[config.mk]
export PLATFORM = sky130hd
export DESIGN_NAME = cartridge_bank_irq_counter
export DESIGN_NICKNAME = d
export VERILOG_FILES = /design/src/hdl/cbic_pkg.sv /design/src/hdl/cartridge_bank_irq_counter.sv
export VERILOG_INCLUDE_DIRS = /design/src /design/src/hdl
export SDC_FILE = /design/constraint.sdc
export NUM_CORES = 1
export LEC_CHECK = 0
export BUFFER_PORTS_ARGS = -buffer_cell sky130_fd_sc_hd__buf_4
export CELL_PAD_IN_SITES_DETAIL_PLACEMENT = 1
export CELL_PAD_IN_SITES_GLOBAL_PLACEMENT = 2
export CORE_MARGIN = 5
export CORE_UTILIZATION = 38
export CTS_CLUSTER_SIZE = 8
export DETAILED_ROUTE_END_ITERATION = 16
export PLACE_DENSITY = 0.88
export SLEW_MARGIN = 20
export SYNTH_ARGS = -nofsm -noshare
export SYNTH_HDL_FRONTEND = slang
export SYNTH_SLANG_ARGS = --single-unit
[constraint.sdc]
create_clock -name clk -period 3.3 [get_ports clk]
set_input_delay 0.165 -clock clk [delete_from_list [all_inputs] [get_ports clk]]
set_output_delay 0.165 -clock clk [all_outputs]
set_load 0.01 [all_outputs]
[src/hdl/cartridge_bank_irq_counter_assert.svh]
// Assertion macros shared by the cartridge bank IRQ counter RTL.
`ifndef CARTRIDGE_BANK_IRQ_COUNTER_ASSERT_SVH
`define CARTRIDGE_BANK_IRQ_COUNTER_ASSERT_SVH

// Consequent must hold in the same cycle as the antecedent.
`define CBIC_ASSERT_SAME(label, ante, cons, msg) \
	label: assert property (@(posedge clk) disable iff (!arst_n) (ante) |-> (cons)) \
		else $error(msg);

// Consequent must hold in the cycle after the antecedent.
`define CBIC_ASSERT_NEXT(label, ante, cons, msg) \
	label: assert property (@(posedge clk) disable iff (!arst_n) (ante) |=> (cons)) \
		else $error(msg);

`endif

[src/hdl/cbic_pkg.sv]
package cbic_pkg;

	localparam int CMD_W = 2;
	localparam int ADDR_W = 16;
	localparam int DATA_W = 8;
	localparam int REGION_W = 2;
	localparam int MAPPED_W = 22;
	localparam int SIZE_LOG2_W = 4;
	localparam int CNT_W = 16;
	localparam int BANK_SEL_W = 3;
	localparam int BANK_SHIFT = 14;
	localparam int RAM_OFFSET_W = 13;

	localparam int MAX_BANKS_LOG2_DEF = 8;
	localparam logic [SIZE_LOG2_W-1:0] PRG_SIZE_LOG2_RST = 4'd3;

	localparam logic [CMD_W-1:0] CMD_READ = 2'd0;
	localparam logic [CMD_W-1:0] CMD_WRITE = 2'd1;
	localparam logic [CMD_W-1:0] CMD_TICK = 2'd2;

	localparam logic [REGION_W-1:0] REGION_NONE = 2'd0;
	localparam logic [REGION_W-1:0] REGION_RAM = 2'd1;
	localparam logic [REGION_W-1:0] REGION_ROM = 2'd2;

	localparam logic [3:0] SEL_LATCH0 = 4'h8;
	localparam logic [3:0] SEL_LATCH1 = 4'h9;
	localparam logic [3:0] SEL_LATCH2 = 4'hA;
	localparam logic [3:0] SEL_LATCH3 = 4'hB;
	localparam logic [3:0] SEL_CONTROL = 4'hC;
	localparam logic [3:0] SEL_ACK = 4'hD;
	localparam logic [3:0] SEL_UNUSED = 4'hE;
	localparam logic [3:0] SEL_BANK = 4'hF;

	localparam int CTRL_ENABLE_AFTER_ACK = 0;
	localparam int CTRL_COUNTING = 1;
	localparam int CTRL_BYTE_MODE = 2;

endpackage

[src/hdl/cartridge_bank_irq_counter.sv]
// Channel   Direction  Handshake            Payload
// in        input      in_valid / in_stall  cmd, cpu_addr, wdata
// out       output     out_valid / out_stall region, mapped_addr, irq_line
// cfg       input      cfg_valid / cfg_ready cfg_data (prg_size_log2)
//
// Every item passes the input register and then the result register from input transfer to result,
// and one item can be taken every cycle while the input side does not stall.
// The decode and IRQ counter update sit between the input register and the result register.
// The input side stalls only when the input register is full and the result register is held.
// Reset clears all mapper state and sets the ROM size to eight banks; cfg_ready is always high.
`include "cartridge_bank_irq_counter_assert.svh"

module cartridge_bank_irq_counter #(
	parameter int MAX_BANKS_LOG2 = cbic_pkg::MAX_BANKS_LOG2_DEF
) (
	input  logic                              clk,
	input  logic                              arst_n,
	input  logic                              in_valid,
	output logic                              in_stall,
	input  logic [cbic_pkg::CMD_W-1:0]        cmd,
	input  logic [cbic_pkg::ADDR_W-1:0]       cpu_addr,
	input  logic [cbic_pkg::DATA_W-1:0]       wdata,
	output logic                              out_valid,
	input  logic                              out_stall,
	output logic [cbic_pkg::REGION_W-1:0]     region,
	output logic [cbic_pkg::MAPPED_W-1:0]     mapped_addr,
	output logic                              irq_line,
	input  logic                              cfg_valid,
	output logic                              cfg_ready,
	input  logic [cbic_pkg::SIZE_LOG2_W-1:0]  cfg_data
);
	import cbic_pkg::*;

	logic                    valid_s1;
	logic [CMD_W-1:0]        cmd_s1;
	logic [ADDR_W-1:0]       addr_s1;
	logic [DATA_W-1:0]       wdata_s1;

	logic                    valid_s2;
	logic [REGION_W-1:0]     region_s2;
	logic [MAPPED_W-1:0]     mapped_s2;
	logic                    irq_s2;

	logic [SIZE_LOG2_W-1:0]  prg_size_log2_q;
	logic [CNT_W-1:0]        reload_latch_q;
	logic [CNT_W-1:0]        irq_counter_q;
	logic                    counting_on_q;
	logic                    enable_after_ack_q;
	logic                    byte_mode_q;
	logic [BANK_SEL_W-1:0]   bank_select_q;
	logic                    irq_pending_q;

	logic                    advance;
	logic                    fire;
	logic                    in_xfer;
	logic [SIZE_LOG2_W-1:0]  size_lg;
	logic [MAX_BANKS_LOG2-1:0] bank_mask;
	logic [MAX_BANKS_LOG2-1:0] bank_ext;
	logic [3:0]              sel;
	logic [7:0]              lo_inc;
	logic [CNT_W-1:0]        full_inc;

	logic [REGION_W-1:0]     region_d;
	logic [MAPPED_W-1:0]     mapped_d;
	logic [CNT_W-1:0]        latch_d;
	logic [CNT_W-1:0]        counter_d;
	logic                    counting_d;
	logic                    enable_after_ack_d;
	logic                    byte_mode_d;
	logic [BANK_SEL_W-1:0]   bank_select_d;
	logic                    pending_d;

	assign advance = !valid_s2 || !out_stall;
	assign fire = valid_s1 && advance;
	assign in_stall = valid_s1 && !advance;
	assign in_xfer = in_valid && !in_stall;
	assign cfg_ready = 1'b1;

	assign out_valid = valid_s2;
	assign region = region_s2;
	assign mapped_addr = mapped_s2;
	assign irq_line = irq_s2;

	always_comb begin
		size_lg = prg_size_log2_q;
		if (prg_size_log2_q > SIZE_LOG2_W'(MAX_BANKS_LOG2)) begin
			size_lg = SIZE_LOG2_W'(MAX_BANKS_LOG2);
		end
		for (int i = 0; i < MAX_BANKS_LOG2; i++) begin
			bank_mask[i] = (SIZE_LOG2_W'(i) < size_lg);
		end
	end

	assign bank_ext = MAX_BANKS_LOG2'({5'd0, bank_select_q});
	assign sel = addr_s1[15:12];
	assign lo_inc = irq_counter_q[7:0] + 8'd1;
	assign full_inc = irq_counter_q + CNT_W'(1);

	always_comb begin
		region_d = REGION_NONE;
		mapped_d = '0;
		latch_d = reload_latch_q;
		counter_d = irq_counter_q;
		counting_d = counting_on_q;
		enable_after_ack_d = enable_after_ack_q;
		byte_mode_d = byte_mode_q;
		bank_select_d = bank_select_q;
		pending_d = irq_pending_q;
		case (cmd_s1)
			CMD_READ: begin
				if (addr_s1[15:13] == 3'b011) begin
					region_d = REGION_RAM;
					mapped_d = MAPPED_W'(addr_s1[RAM_OFFSET_W-1:0]);
				end else if (addr_s1[15:14] == 2'b10) begin
					region_d = REGION_ROM;
					mapped_d = (MAPPED_W'(bank_ext & bank_mask) << BANK_SHIFT)
						| MAPPED_W'(addr_s1[BANK_SHIFT-1:0]);
				end else if (addr_s1[15:14] == 2'b11) begin
					region_d = REGION_ROM;
					mapped_d = (MAPPED_W'(bank_mask) << BANK_SHIFT)
						| MAPPED_W'(addr_s1[BANK_SHIFT-1:0]);
				end
			end
			CMD_WRITE: begin
				if (addr_s1[15:13] == 3'b011) begin
					region_d = REGION_RAM;
					mapped_d = MAPPED_W'(addr_s1[RAM_OFFSET_W-1:0]);
				end else begin
					case (sel)
						SEL_LATCH0: latch_d[3:0] = wdata_s1[3:0];
						SEL_LATCH1: latch_d[7:4] = wdata_s1[3:0];
						SEL_LATCH2: latch_d[11:8] = wdata_s1[3:0];
						SEL_LATCH3: latch_d[15:12] = wdata_s1[3:0];
						SEL_CONTROL: begin
							pending_d = 1'b0;
							counting_d = wdata_s1[CTRL_COUNTING];
							enable_after_ack_d = wdata_s1[CTRL_ENABLE_AFTER_ACK];
							byte_mode_d = wdata_s1[CTRL_BYTE_MODE];
							if (wdata_s1[CTRL_COUNTING]) begin
								counter_d = reload_latch_q;
							end
						end
						SEL_ACK: begin
							pending_d = 1'b0;
							counting_d = enable_after_ack_q;
						end
						SEL_BANK: bank_select_d = wdata_s1[BANK_SEL_W-1:0];
						default: ;
					endcase
				end
			end
			CMD_TICK: begin
				if (counting_on_q) begin
					if (byte_mode_q) begin
						if (lo_inc == 8'd0) begin
							pending_d = 1'b1;
							counter_d[7:0] = reload_latch_q[7:0];
						end else begin
							counter_d[7:0] = lo_inc;
						end
					end else begin
						if (full_inc == '0) begin
							pending_d = 1'b1;
							counter_d = reload_latch_q;
						end else begin
							counter_d = full_inc;
						end
					end
				end
			end
			default: ;
		endcase
	end

	always_ff @(posedge clk or negedge arst_n) begin
		if (!arst_n) begin
			valid_s1 <= 1'b0;
			valid_s2 <= 1'b0;
			prg_size_log2_q <= PRG_SIZE_LOG2_RST;
			reload_latch_q <= '0;
			irq_counter_q <= '0;
			counting_on_q <= 1'b0;
			enable_after_ack_q <= 1'b0;
			byte_mode_q <= 1'b0;
			bank_select_q <= '0;
			irq_pending_q <= 1'b0;
		end else begin
			if (cfg_valid && cfg_ready) begin
				prg_size_log2_q <= cfg_data;
			end
			if (!in_stall) begin
				valid_s1 <= in_valid;
			end
			if (advance) begin
				valid_s2 <= valid_s1;
			end
			if (fire) begin
				reload_latch_q <= latch_d;
				irq_counter_q <= counter_d;
				counting_on_q <= counting_d;
				enable_after_ack_q <= enable_after_ack_d;
				byte_mode_q <= byte_mode_d;
				bank_select_q <= bank_select_d;
				irq_pending_q <= pending_d;
			end
		end
	end

	always_ff @(posedge clk) begin
		if (in_xfer) begin
			cmd_s1 <= cmd;
			addr_s1 <= cpu_addr;
			wdata_s1 <= wdata;
		end
		if (fire) begin
			region_s2 <= region_d;
			mapped_s2 <= mapped_d;
			irq_s2 <= pending_d;
		end
	end

	`CBIC_ASSERT_SAME(a_stall_only_when_full, in_stall,
		valid_s1 && valid_s2 && out_stall, "Input stalled without a held result.")
	`CBIC_ASSERT_SAME(a_none_has_zero_offset, valid_s2 && region_s2 == REGION_NONE,
		mapped_s2 == '0, "Result with no memory access carries a nonzero offset.")
	`CBIC_ASSERT_SAME(a_ram_offset_range, valid_s2 && region_s2 == REGION_RAM,
		mapped_s2[MAPPED_W-1:RAM_OFFSET_W] == '0, "Work RAM offset out of range.")
	`CBIC_ASSERT_NEXT(a_irq_rises_on_tick, !(fire && cmd_s1 == CMD_TICK),
		!$rose(irq_pending_q), "IRQ raised by something other than a tick.")
	`CBIC_ASSERT_NEXT(a_state_holds_idle, !fire,
		$stable(irq_counter_q) && $stable(reload_latch_q), "IRQ state changed with no transfer.")

endmodule
==> flow_summary_export.csv, run 1 <==
group,metric,value,unit
outcome,outcome,"finished, final reports clean",
min_path,hp-start,"cfg_valid",
drt,dr_wl_met2,6216,µm
setup_path,r2r-end,"irq_counter_q[9]",
setup_path,cp_max_fo,8,
global_route,antenna_found_initial,0,
synth,async_reset_ff_share,48.91,%
synth,syn_area,0.004419,mm²
clock_tree,cts_max_level,3,
floorplanning,row_count,39,
timing,period_minus_slack,3.006,ns
drt,drtPass1Iterations,4,
synth,synth-main-ff-cell,"edfxtp_1",
setup_path,arrival,3.24,ns
synth,synth-edff-count,47,
synth,synth_nets,415,
clock_tree,cts_tree,"done",
clock_tree,cts_buffers,9,
global_route,grt_pass1_wl,19250,µm
global_route,grt_max_degree,46,
placed_design,place.gp.congestion,0.7933,
floorplanning,die_w,117.8,µm
finish,syn_to_final_growth,24.69,%
setup_path,cp.required,3.53,ns
synth,synth-seq-cells,92,
placed_design,io_buffers,57,
synth,synth_top_area_share,31.94,%
drt,dr.max_layer_used,"met4",
clock_tree,cts.sinks,92,
timing,fin_crit_sh,91.09,%
placed_design,dp_hpwl,7738,µm
synth,synth_area_leaders,"edfxtp_1 (32%), dfrtp_1 (24%), mux2_2 (6.4%)",
finish,fillers,1218,
synth,synth_top_cell_by_area,"edfxtp_1",
timing,finalMaxSlewViolations,0,
timing,finalSetupViolCount,0,
clock_tree,clkTransAtPathRegs,0.07,ns
setup_path,crit_path_end_kind,"register",
finish,num_antenna_cells,0,
finish,layout.nets,490,
global_route,grt_overflow,0,
setup_path,path_class,"reg -> reg",
run,drv_cap,0,
timing,slew_headroom,44.70,%
synth,synthTopCellsByCount,"edfxtp_1 (47), dfrtp_1 (43), nand2_1 (29), mux2_2 (25), nor2_1 (22)",
pwr,p_per_area,563.2,mW/mm²
pwr,power_leakage,2.240,nW
timing,max_freq,0.3327,GHz
clock_tree,cts_resized,0,
floorplanning,die_h,117.8,µm
clock_tree,ctsRootBufferMaster,"clkbuf_16",
drt,drc_errors,0,
clock_tree,clk_latency,0.35,ns
placed_design,place_inst,560,
setup_path,ff2ff_setup_slack,0.29,ns
pwr,irDropWorstVdd,0.2965,mV
finish,fin_cells,599,
synth,synth_warnings,0,
drt,wirelength,11790,µm
synth,yosysUniqueCellTypes,64,
timing,finalHoldViolCount,0,
setup_path,reg2reg_depth,8,
timing,final.setup.tns,0,ns
global_route,grt_pass1_vias,3584,
drt,dr_wl_met3,525,µm
min_path,hold-path-endpoint,"prg_size_log2_q[0]",
synth,syn-instance-count,376,
min_path,hold_class,"in -> reg",
floorplanning,boundaryPins,63,
synth,synth_most_common_cell,"edfxtp_1",
finish,final_core_util,48.26,%
floorplanning,coreArea,0.01142,mm²
timing,skew,0.01360,ns
drt,viasPerCell,5.556,
floorplanning,die_area,0.01389,mm²
drt,vias,3328,
synth,synth-seq-area-share,57.47,%
drt,wl_per_cell,19.69,µm
setup_path,r2r_start,"irq_counter_q[1]",
global_route,grt_use_total,17.37,%
drt,drt-met1-wl,4787,µm
synth,syn_area_per_cell,11.75,µm²
timing,worstMarginPinSlew,0.8264,ns
timing,rsz0062_at_grt,"false",
min_path,worstHoldPathCells,2,
finish,drive_gt1_share,26.75,%
clock_tree,ctsLongestPathBuffers,2,
setup_path,worst_setup_path_start_kind,"register",
drt,ant_nets,0,
drt,first_iter_violations,241,
floorplanning,initial_core_util,38.70,%
==> per-stage QoR <==
| step | area, µm² | power (mW) | setup WS (ns) | hold WS (ns) |
|---|---|---|---|---|
| CTS | 5498 | 3.115 | 0.3162 | 0.001718 |
| finish | 5510 | 3.103 | 0.2940 | 0.01626 |
| detailed placement | 4980 | 2.011 | 0.3397 | 0.2175 |
| global placement | 4980 | 1.972 | 0.4151 | 0.2089 |
| global route | 5510 | 3.252 | 0.02701 | 0.01092 |
| floorplan | 4419 | 1.833 | 0.8551 | -0.1306 |
==> final cells by class <==
| class | instances | area [µm²] | share of cell area (%) |
|---|---|---|---|
| sequential | 92 | 2540 | 46.09 |
| clock inverter | 6 | 68.82 | 1.249 |
| timing repair buffer | 87 | 710.7 | 12.90 |
| multi-input combinational | 253 | 1753 | 31.81 |
| tap | 143 | 178.9 | 3.247 |
| clock buffer | 10 | 229.0 | 4.155 |
| inverter | 8 | 30.03 | 0.5450 |
==> worst max-delay path, cell delays in order (launching register included) <==
cell       delay [ns]
dfrtp_1          0.52
ha_1             0.30
nand3_2          0.20
o41a_1           0.51
a211oi_1         0.22
nand4_1          0.24
o21ai_1          0.43
a211oi_1         0.12
a2111oi_2        0.36
==> sequential cells by signal, summed over array words and instances (netlist names) <==
register	cells
irq_counter_q	16
bank_select_q	3
enable_after_ack_q	1
addr_s1	16
mapped_addr	22
irq_pending_q	1
prg_size_log2_q	4
byte_mode_q	1
reload_latch_q	16
irq_line	1
wdata_s1	4
cmd_s1	2
region	2
counting_on_q	1
valid_s1	1
out_valid	1
==> how the worst max path moves through the flow <==
stage / start / end / slack (ns) / cells after the start
after CTS: irq_counter_q[0] / irq_counter_q[9] / 0.32 / 8
after detailed placement: irq_counter_q[0] / irq_counter_q[9] / 0.34 / 8
after global placement: irq_counter_q[0] / irq_counter_q[9] / 0.42 / 8
final: irq_counter_q[1] / irq_counter_q[9] / 0.29 / 8
after floorplan: irq_counter_q[0] / irq_counter_q[9] / 0.86 / 8
after global routing: irq_counter_q[0] / irq_counter_q[9] / 0.03 / 8
==> layout by cell type, fill, tap and decap left out, drive strengths merged, types with 5 or more instances in the layout <==
cell type | Yosys | layout
nor3 | 16 | 16
a21boi | 5 | 5
clkbuf | 14 | 10
edfxtp | 47 | 47
buf | 9 | 64
nand4 | 10 | 10
nor2 | 23 | 23
nand2b | 6 | 6
nor2b | 13 | 13
a211oi | 7 | 7
and3 | 9 | 9
dlygate4sd3 | 0 | 23
nand2 | 29 | 29
nand3 | 13 | 13
o21ai | 12 | 12
dfrtp | 43 | 43
inv | 8 | 11
mux2 | 25 | 25
a21oi | 13 | 13
==> layer usage <==
metal  global-route usage (%)  vias up
met5                        0        -
met4                    6.093        0
met3                    3.748       21
met2                    30.45       78
met1                    21.04     1684
li1                         -     1545
==> what timing repair did <==
| item | 4_1_cts | 5_1_grt |
|---|---|---|
| hold buffers | 22 | 1 |
| endpoints found under the hold margin | 64 | 1 |
| setup buffers | 0 | 0 |
==> cell families after synthesis <==
kind of cell	Yosys count	share of synthesized area [%]
compound gates	75	12.57
xor+xnor	7	1.387
other cells	1	0.08486
fa+ha+maj	4	1.133
flops	92	57.47
simple gates	138	17.38
mux	28	7.050
buf+inv	31	2.916
==> power breakdown <==
group / switching, mW / internal (mW) / total, mW / leakage, nW
combinational: 0.247 / 0.237 / 0.485 / 1.05
clock: 0.486 / 0.596 / 1.08 / 0.146
sequential: 0.185 / 1.35 / 1.54 / 1.04
Power figures use the tool's default switching activity.
==> inputs of run 2 (changes only) <==
--- a/config.mk
+++ b/config.mk
@@ -9,6 +9,7 @@
 export BUFFER_PORTS_ARGS = -buffer_cell sky130_fd_sc_hd__buf_4
 export CELL_PAD_IN_SITES_DETAIL_PLACEMENT = 1
 export CELL_PAD_IN_SITES_GLOBAL_PLACEMENT = 2
+export CORE_ASPECT_RATIO = 1.75
 export CORE_MARGIN = 5
 export CORE_UTILIZATION = 38
 export CTS_CLUSTER_SIZE = 8
==> run 2 against run 1 <==
- power increased by 1.5%
- utilization decreased by 0.73 points
- cell count decreased by 2.2%
- cell area decreased by 0.68%
- register-to-register slack improved by 0.11 ns
- non-clock buffer count decreased by 5
- hold slack got worse by 0.0082 ns
- clock power increased by 6%
- global-route usage decreased by 0.14 points
- critical path type unchanged
- critical endpoint unchanged
- largest cell class unchanged
- highest routed layer unchanged
==> flow_summary_export.csv, run 2 (synthesis gave the netlist of run 1 again) <==
group,metric,value,unit
finish,syn_to_final_growth,23.84,%
clock_tree,ctsRootBufferMaster,"clkbuf_16",
setup_path,worst_setup_path_start_kind,"register",
drt,ant_nets,0,
pwr,power_leakage,2.232,nW
clock_tree,cts_tree,"done",
floorplanning,die_h,152.7,µm
run,drv_cap,0,
global_route,grt_pass1_vias,3713,
timing,fin_crit_sh,87.78,%
timing,finalSetupViolCount,0,
outcome,outcome,"finished, final reports clean",
min_path,hold_class,"in -> reg",
drt,first_iter_violations,199,
timing,period_minus_slack,2.897,ns
pwr,p_switching,883.5,µW
finish,postLayoutCellArea,0.005473,mm²
global_route,grt_pass1_wl,19040,µm
clock_tree,cts_buffers,9,
drt,drc_errors,0,
floorplanning,initial_core_util,38.37,%
pwr,switching_share,28.06,%
floorplanning,row_count,52,
timing,slew_headroom,32.39,%
floorplanning,boundaryPins,63,
setup_path,crit_path_end_kind,"register",
timing,max_freq,0.3452,GHz
timing,skew,0.009460,ns
clock_tree,cts.sinks,92,
setup_path,arrival,3.11,ns
finish,layout.nets,485,
timing,finalMaxSlewViolations,0,
placed_design,post_dp_cell_area,0.004992,mm²
pwr,irDropWorstVdd,0.4495,mV
drt,drtPass1Iterations,4,
finish,largest_reg_flops,22,
drt,wirelength,11670,µm
timing,final.setup.tns,0,ns
finish,final_core_util,47.52,%
placed_design,place.gp.congestion,0.8334,
pwr,comb_power_share,15.3,%
pwr,power_frac_seq,48.6,%
pwr,p_per_area,575.3,mW/mm²
floorplanning,coreArea,0.01152,mm²
drt,vias,3289,
finish,drive_gt1_share,27.72,%
timing,hold_slack,0.008061,ns
timing,rsz0062_at_grt,"false",
global_route,grt_max_degree,46,
drt,wl_per_cell,19.92,µm
global_route,grt_use_total,17.23,%
floorplanning,die_area,0.01397,mm²
finish,final_common_cell,"buf_4",
setup_path,path_class,"reg -> reg",
finish,regArea,0.002540,mm²
global_route,grt_overflow,0,
pwr,power,3.148,mW
timing,finalHoldViolCount,0,
timing,worstMarginPinSlew,1.014,ns
finish,mostFrequentLayoutCells,"buf_4 (67), edfxtp_1 (47), dfrtp_1 (43), nand2_1 (29), mux2_2 (25)",
floorplanning,die_w,91.52,µm
clock_tree,cts_max_level,3,
finish,fillers,1172,
clock_tree,clk_latency,0.34,ns
global_route,antenna_found_initial,0,
pwr,p_int,2.265,mW
finish,num_antenna_cells,0,
clock_tree,clkTransAtPathRegs,0.07,ns
drt,viasPerCell,5.613,
clock_tree,ctsLongestPathBuffers,2,
placed_design,io_buffers,57,
clock_tree,cts_resized,0,
setup_path,cp.required,3.52,ns
finish,multi_input_area,0.001750,mm²
placed_design,dp_hpwl,8531,µm
pwr,clkPwrFrac,36.1,%
setup_path,cp_max_fo,9,
[run 2: changes by cell type in the layout (fill, tap and decap cells not counted)]
| cell | before | now |
|---|---|---|
| dlygate4sd3_1 | 23 | 15 |
| buf_4 | 64 | 67 |
| and2_1 | 1 | 3 |
| and2_2 | 2 | 0 |
| bufinv_16 | 1 | 2 |
| clkbuf_1 | 1 | 0 |
| clkinv_1 | 1 | 0 |
| clkinvlp_4 | 0 | 1 |
| inv_6 | 3 | 2 |
| inv_8 | 0 | 1 |
[run 2: worst paths after layout]
path                       slack, ns            endpoint  cells after the start               from
max                             0.40    irq_counter_q[9]                      8   irq_counter_q[0]
min                            0.008         addr_s1[14]                      1       cpu_addr[14]
max reg2reg                     0.40    irq_counter_q[9]                      8   irq_counter_q[0]
min reg2reg                     0.51    irq_counter_q[3]                      1  reload_latch_q[3]
max in group asynchronous       2.50   reload_latch_q[4]                      2             arst_n
min in group asynchronous       0.38  reload_latch_q[10]                      2             arst_n
[run 2: metrics by stage]
stage | setup slack (ns) | cells
after detailed placement | 0.4341 | 555
final | 0.4032 | 586
after global routing | 0.1794 | 586
after global placement | 0.5498 | 555
after CTS | 0.3764 | 582
after floorplan | 0.8551 | 376
[run 2: worst max-delay path: stages (launching register included)]
cell and delay (ns):
dfrtp_1 0.49, ha_1 0.29, nand3_2 0.20, nor3_1 0.40, a2bb2oi_1 0.12, o31a_1 0.38, o21ai_1 0.40, a211oi_1 0.12
a2111oi_2 0.37
[run 2: area by class of cell]
| cell class | instances | area share [%] |
|---|---|---|
| inverters | 8 | 0.5487 |
| flip-flops and latches | 92 | 46.41 |
| multi-input cells | 253 | 31.98 |
| repair buffers | 82 | 11.93 |
| clock buffers | 9 | 4.115 |
| clock inverters | 7 | 1.920 |
| well taps | 135 | 3.086 |
[run 2: power groups by stage]
stage	combinational [mW]	clock, mW	sequential [mW]
2_1_floorplan	0.376	0	1.46
3_3_place_gp	0.444	0	1.54
3_5_place_dp	0.468	0	1.55
4_1_cts	0.486	1.15	1.53
5_1_grt	0.533	1.20	1.56
6_report	0.482	1.14	1.53
[run 2: repair_timing]
action	CTS	global route
endpoints found under the hold margin	53	4
setup endpoints to repair	0	0
buffers inserted	0	0
hold buffers	11	4
[run 2: per-layer routing]
metal	up-vias	wire, µm	GRT usage [%]
met5	-	0	0
met4	0	312	7.482
met3	18	318	2.174
met2	58	7039	35.19
met1	1670	4002	16.37
li1	1543	-	-
==> inputs of run 3 (changes only) <==
--- a/config.mk
+++ b/config.mk
@@ -12,9 +12,8 @@
 export CORE_ASPECT_RATIO = 1.75
 export CORE_MARGIN = 5
 export CORE_UTILIZATION = 38
-export CTS_CLUSTER_SIZE = 8
 export DETAILED_ROUTE_END_ITERATION = 16
-export PLACE_DENSITY = 0.88
+export PLACE_DENSITY = 0.81
 export SLEW_MARGIN = 20
 export SYNTH_ARGS = -nofsm -noshare
 export SYNTH_HDL_FRONTEND = slang
==> run 3 against run 2 <==
- hold slack got worse by 0.0016 ns
- critical path type unchanged
- utilization increased by 0.21 points
- first-iteration DRC count decreased by 29%
- clock-buffer cell count increased by 5
- non-clock buffer count increased by 4
- sequential cell count unchanged
- clock skew about the same
- wire length decreased by 6.2%
- fmax increased by 2.1%
- register-to-register slack improved by 0.06 ns
==> flow_summary_export.csv, run 3 (synthesis gave the netlist of run 1 again) <==
group,metric,value,unit
outcome,outcome,"finished, final reports clean",
setup_path,r2r_start,"irq_counter_q[0]",
drt,drtPass1Iterations,4,
setup_path,cp.required,3.52,ns
setup_path,ff2ff_setup_slack,0.46,ns
setup_path,path_class,"reg -> reg",
timing,finalSetupViolCount,0,
timing,max_freq,0.3525,GHz
clock_tree,cts_max_level,3,
global_route,antenna_found_initial,0,
floorplanning,coreArea,0.01152,mm²
finish,final_common_cell,"buf_4",
drt,first_iter_violations,141,
clock_tree,ctsRootBufferMaster,"clkbuf_16",
global_route,grt_pass1_wl,18340,µm
finish,regArea,0.002540,mm²
min_path,hold_class,"in -> reg",
clock_tree,cts_setup_buffers,0,
finish,syn_to_final_growth,24.38,%
placed_design,io_buffers,57,
timing,finalMaxSlewViolations,0,
timing,rsz0062_at_grt,"false",
clock_tree,cts.sinks,92,
clock_tree,cts_buffers,9,
timing,period_minus_slack,2.837,ns
finish,final_core_util,47.73,%
timing,final.setup.tns,0,ns
placed_design,pre_cts_slack,0.4547,ns
floorplanning,boundaryPins,63,
drt,ant_nets,0,
finish,mostFrequentLayoutCells,"buf_4 (66), edfxtp_1 (47), dfrtp_1 (43), nand2_1 (29), mux2_2 (25)",
pwr,p_per_area,554.8,mW/mm²
finish,multi_input_area,0.001750,mm²
setup_path,cp_max_fo,8,
run,drv_cap,0,
global_route,grt_pass1_vias,3537,
min_path,worstHoldPathCells,1,
floorplanning,die_area,0.01397,mm²
finish,fillers,1216,
setup_path,arrival,3.06,ns
setup_path,worst_setup_path_start_kind,"register",
min_path,hold-path-endpoint,"addr_s1[1]",
floorplanning,initial_core_util,38.37,%
setup_path,crit_path_end_kind,"register",
floorplanning,die_w,91.52,µm
timing,slew_headroom,32.49,%
clock_tree,clk_latency,0.34,ns
clock_tree,clkTransAtPathRegs,0.07,ns
drt,wirelength,10950,µm
pwr,irDropWorstVdd,0.4137,mV
timing,fin_crit_sh,85.96,%
finish,num_antenna_cells,0,
global_route,grt_use_total,16.42,%
finish,layout.nets,489,
min_path,hp-start,"cpu_addr[1]",
timing,finalHoldViolCount,0,
floorplanning,row_count,52,
clock_tree,cts_tree,"done",
placed_design,dp_hpwl,8072,µm
drt,drc_errors,0,
global_route,grt_max_degree,46,
global_route,grt_overflow,0,
finish,drive_gt1_share,26.81,%
drt,wl_per_cell,18.55,µm
drt,viasPerCell,5.537,
setup_path,r2r-end,"irq_counter_q[9]",
clock_tree,ctsLongestPathBuffers,2,
timing,finalWorstSetupSlack,0.4634,ns
setup_path,reg2reg_depth,8,
finish,largest_reg_flops,22,
timing,hold_slack,0.006435,ns
drt,vias,3267,
placed_design,place.gp.congestion,0.8169,
floorplanning,die_h,152.7,µm
pwr,power_leakage,2.235,nW
timing,skew,0.009626,ns
timing,worstMarginPinSlew,1.013,ns
==> run 3: cell types whose count changed in the layout (fill, tap and decap cells not counted) <==
cell,delta
dlygate4sd3_1,+5
bufinv_16,-2
clkbuf_1,+2
clkbuf_16,+2
inv_6,-2
buf_4,-1
clkbuf_8,+1
clkinv_4,-1
clkinvlp_4,+1
inv_8,-1
==> run 3: how the worst max path moves through the flow <==
stage,start,endpoint,slack (ns)
floorplan,irq_counter_q[0],irq_counter_q[9],0.86
global placement,irq_counter_q[0],irq_counter_q[6],0.55
detailed placement,irq_counter_q[0],irq_counter_q[9],0.45
CTS,irq_counter_q[0],irq_counter_q[9],0.43
global route,irq_counter_q[0],irq_counter_q[9],0.15
finish,irq_counter_q[0],irq_counter_q[9],0.46
==> run 3: repair_timing <==
action / 4_1_cts / 5_1_grt
endpoints found under the hold margin: 60 / 2
gates resized for setup: 0 / 0
endpoints found under the setup margin: 0 / 0
hold buffers: 18 / 2
==> run 3: through the flow <==
step | power, mW | instance area [µm²] | cells
final | 3.050 | 5497 | 590
after global routing | 3.200 | 5497 | 590
after CTS | 3.082 | 5477 | 588
after detailed placement | 2.016 | 4985 | 554
after global placement | 1.985 | 4985 | 554
after floorplan | 1.833 | 4419 | 376
==> run 3: layer usage <==
metal	routed length [µm]	global-route usage, %
met3	291	2.668
met4	165	5.180
met5	0	0
met2	6416	33.10
met1	4074	16.49
==> run 3: where the power goes <==
group | internal [mW] | switching [mW]
Combinational | 0.239 | 0.238
Clock | 0.624 | 0.419
Sequential | 1.35 | 0.177
==> run 3: layout make-up <==
type	instances	area share, %
inverters	8	0.5463
clock buffers	14	5.395
repair buffers	86	12.66
multi-input cells	253	31.85
flip-flops and latches	92	46.21
well taps	135	3.073
clock inverters	2	0.2732
==> run 3: worst max-delay path: stages (launching register included) <==
cell and delay, ns:
dfrtp_1 0.50, ha_1 0.30, nand3_2 0.20, o41a_1 0.50
a211oi_1 0.23, nand4_1 0.15, o21ai_1 0.38, a211oi_1 0.11
a2111oi_2 0.35
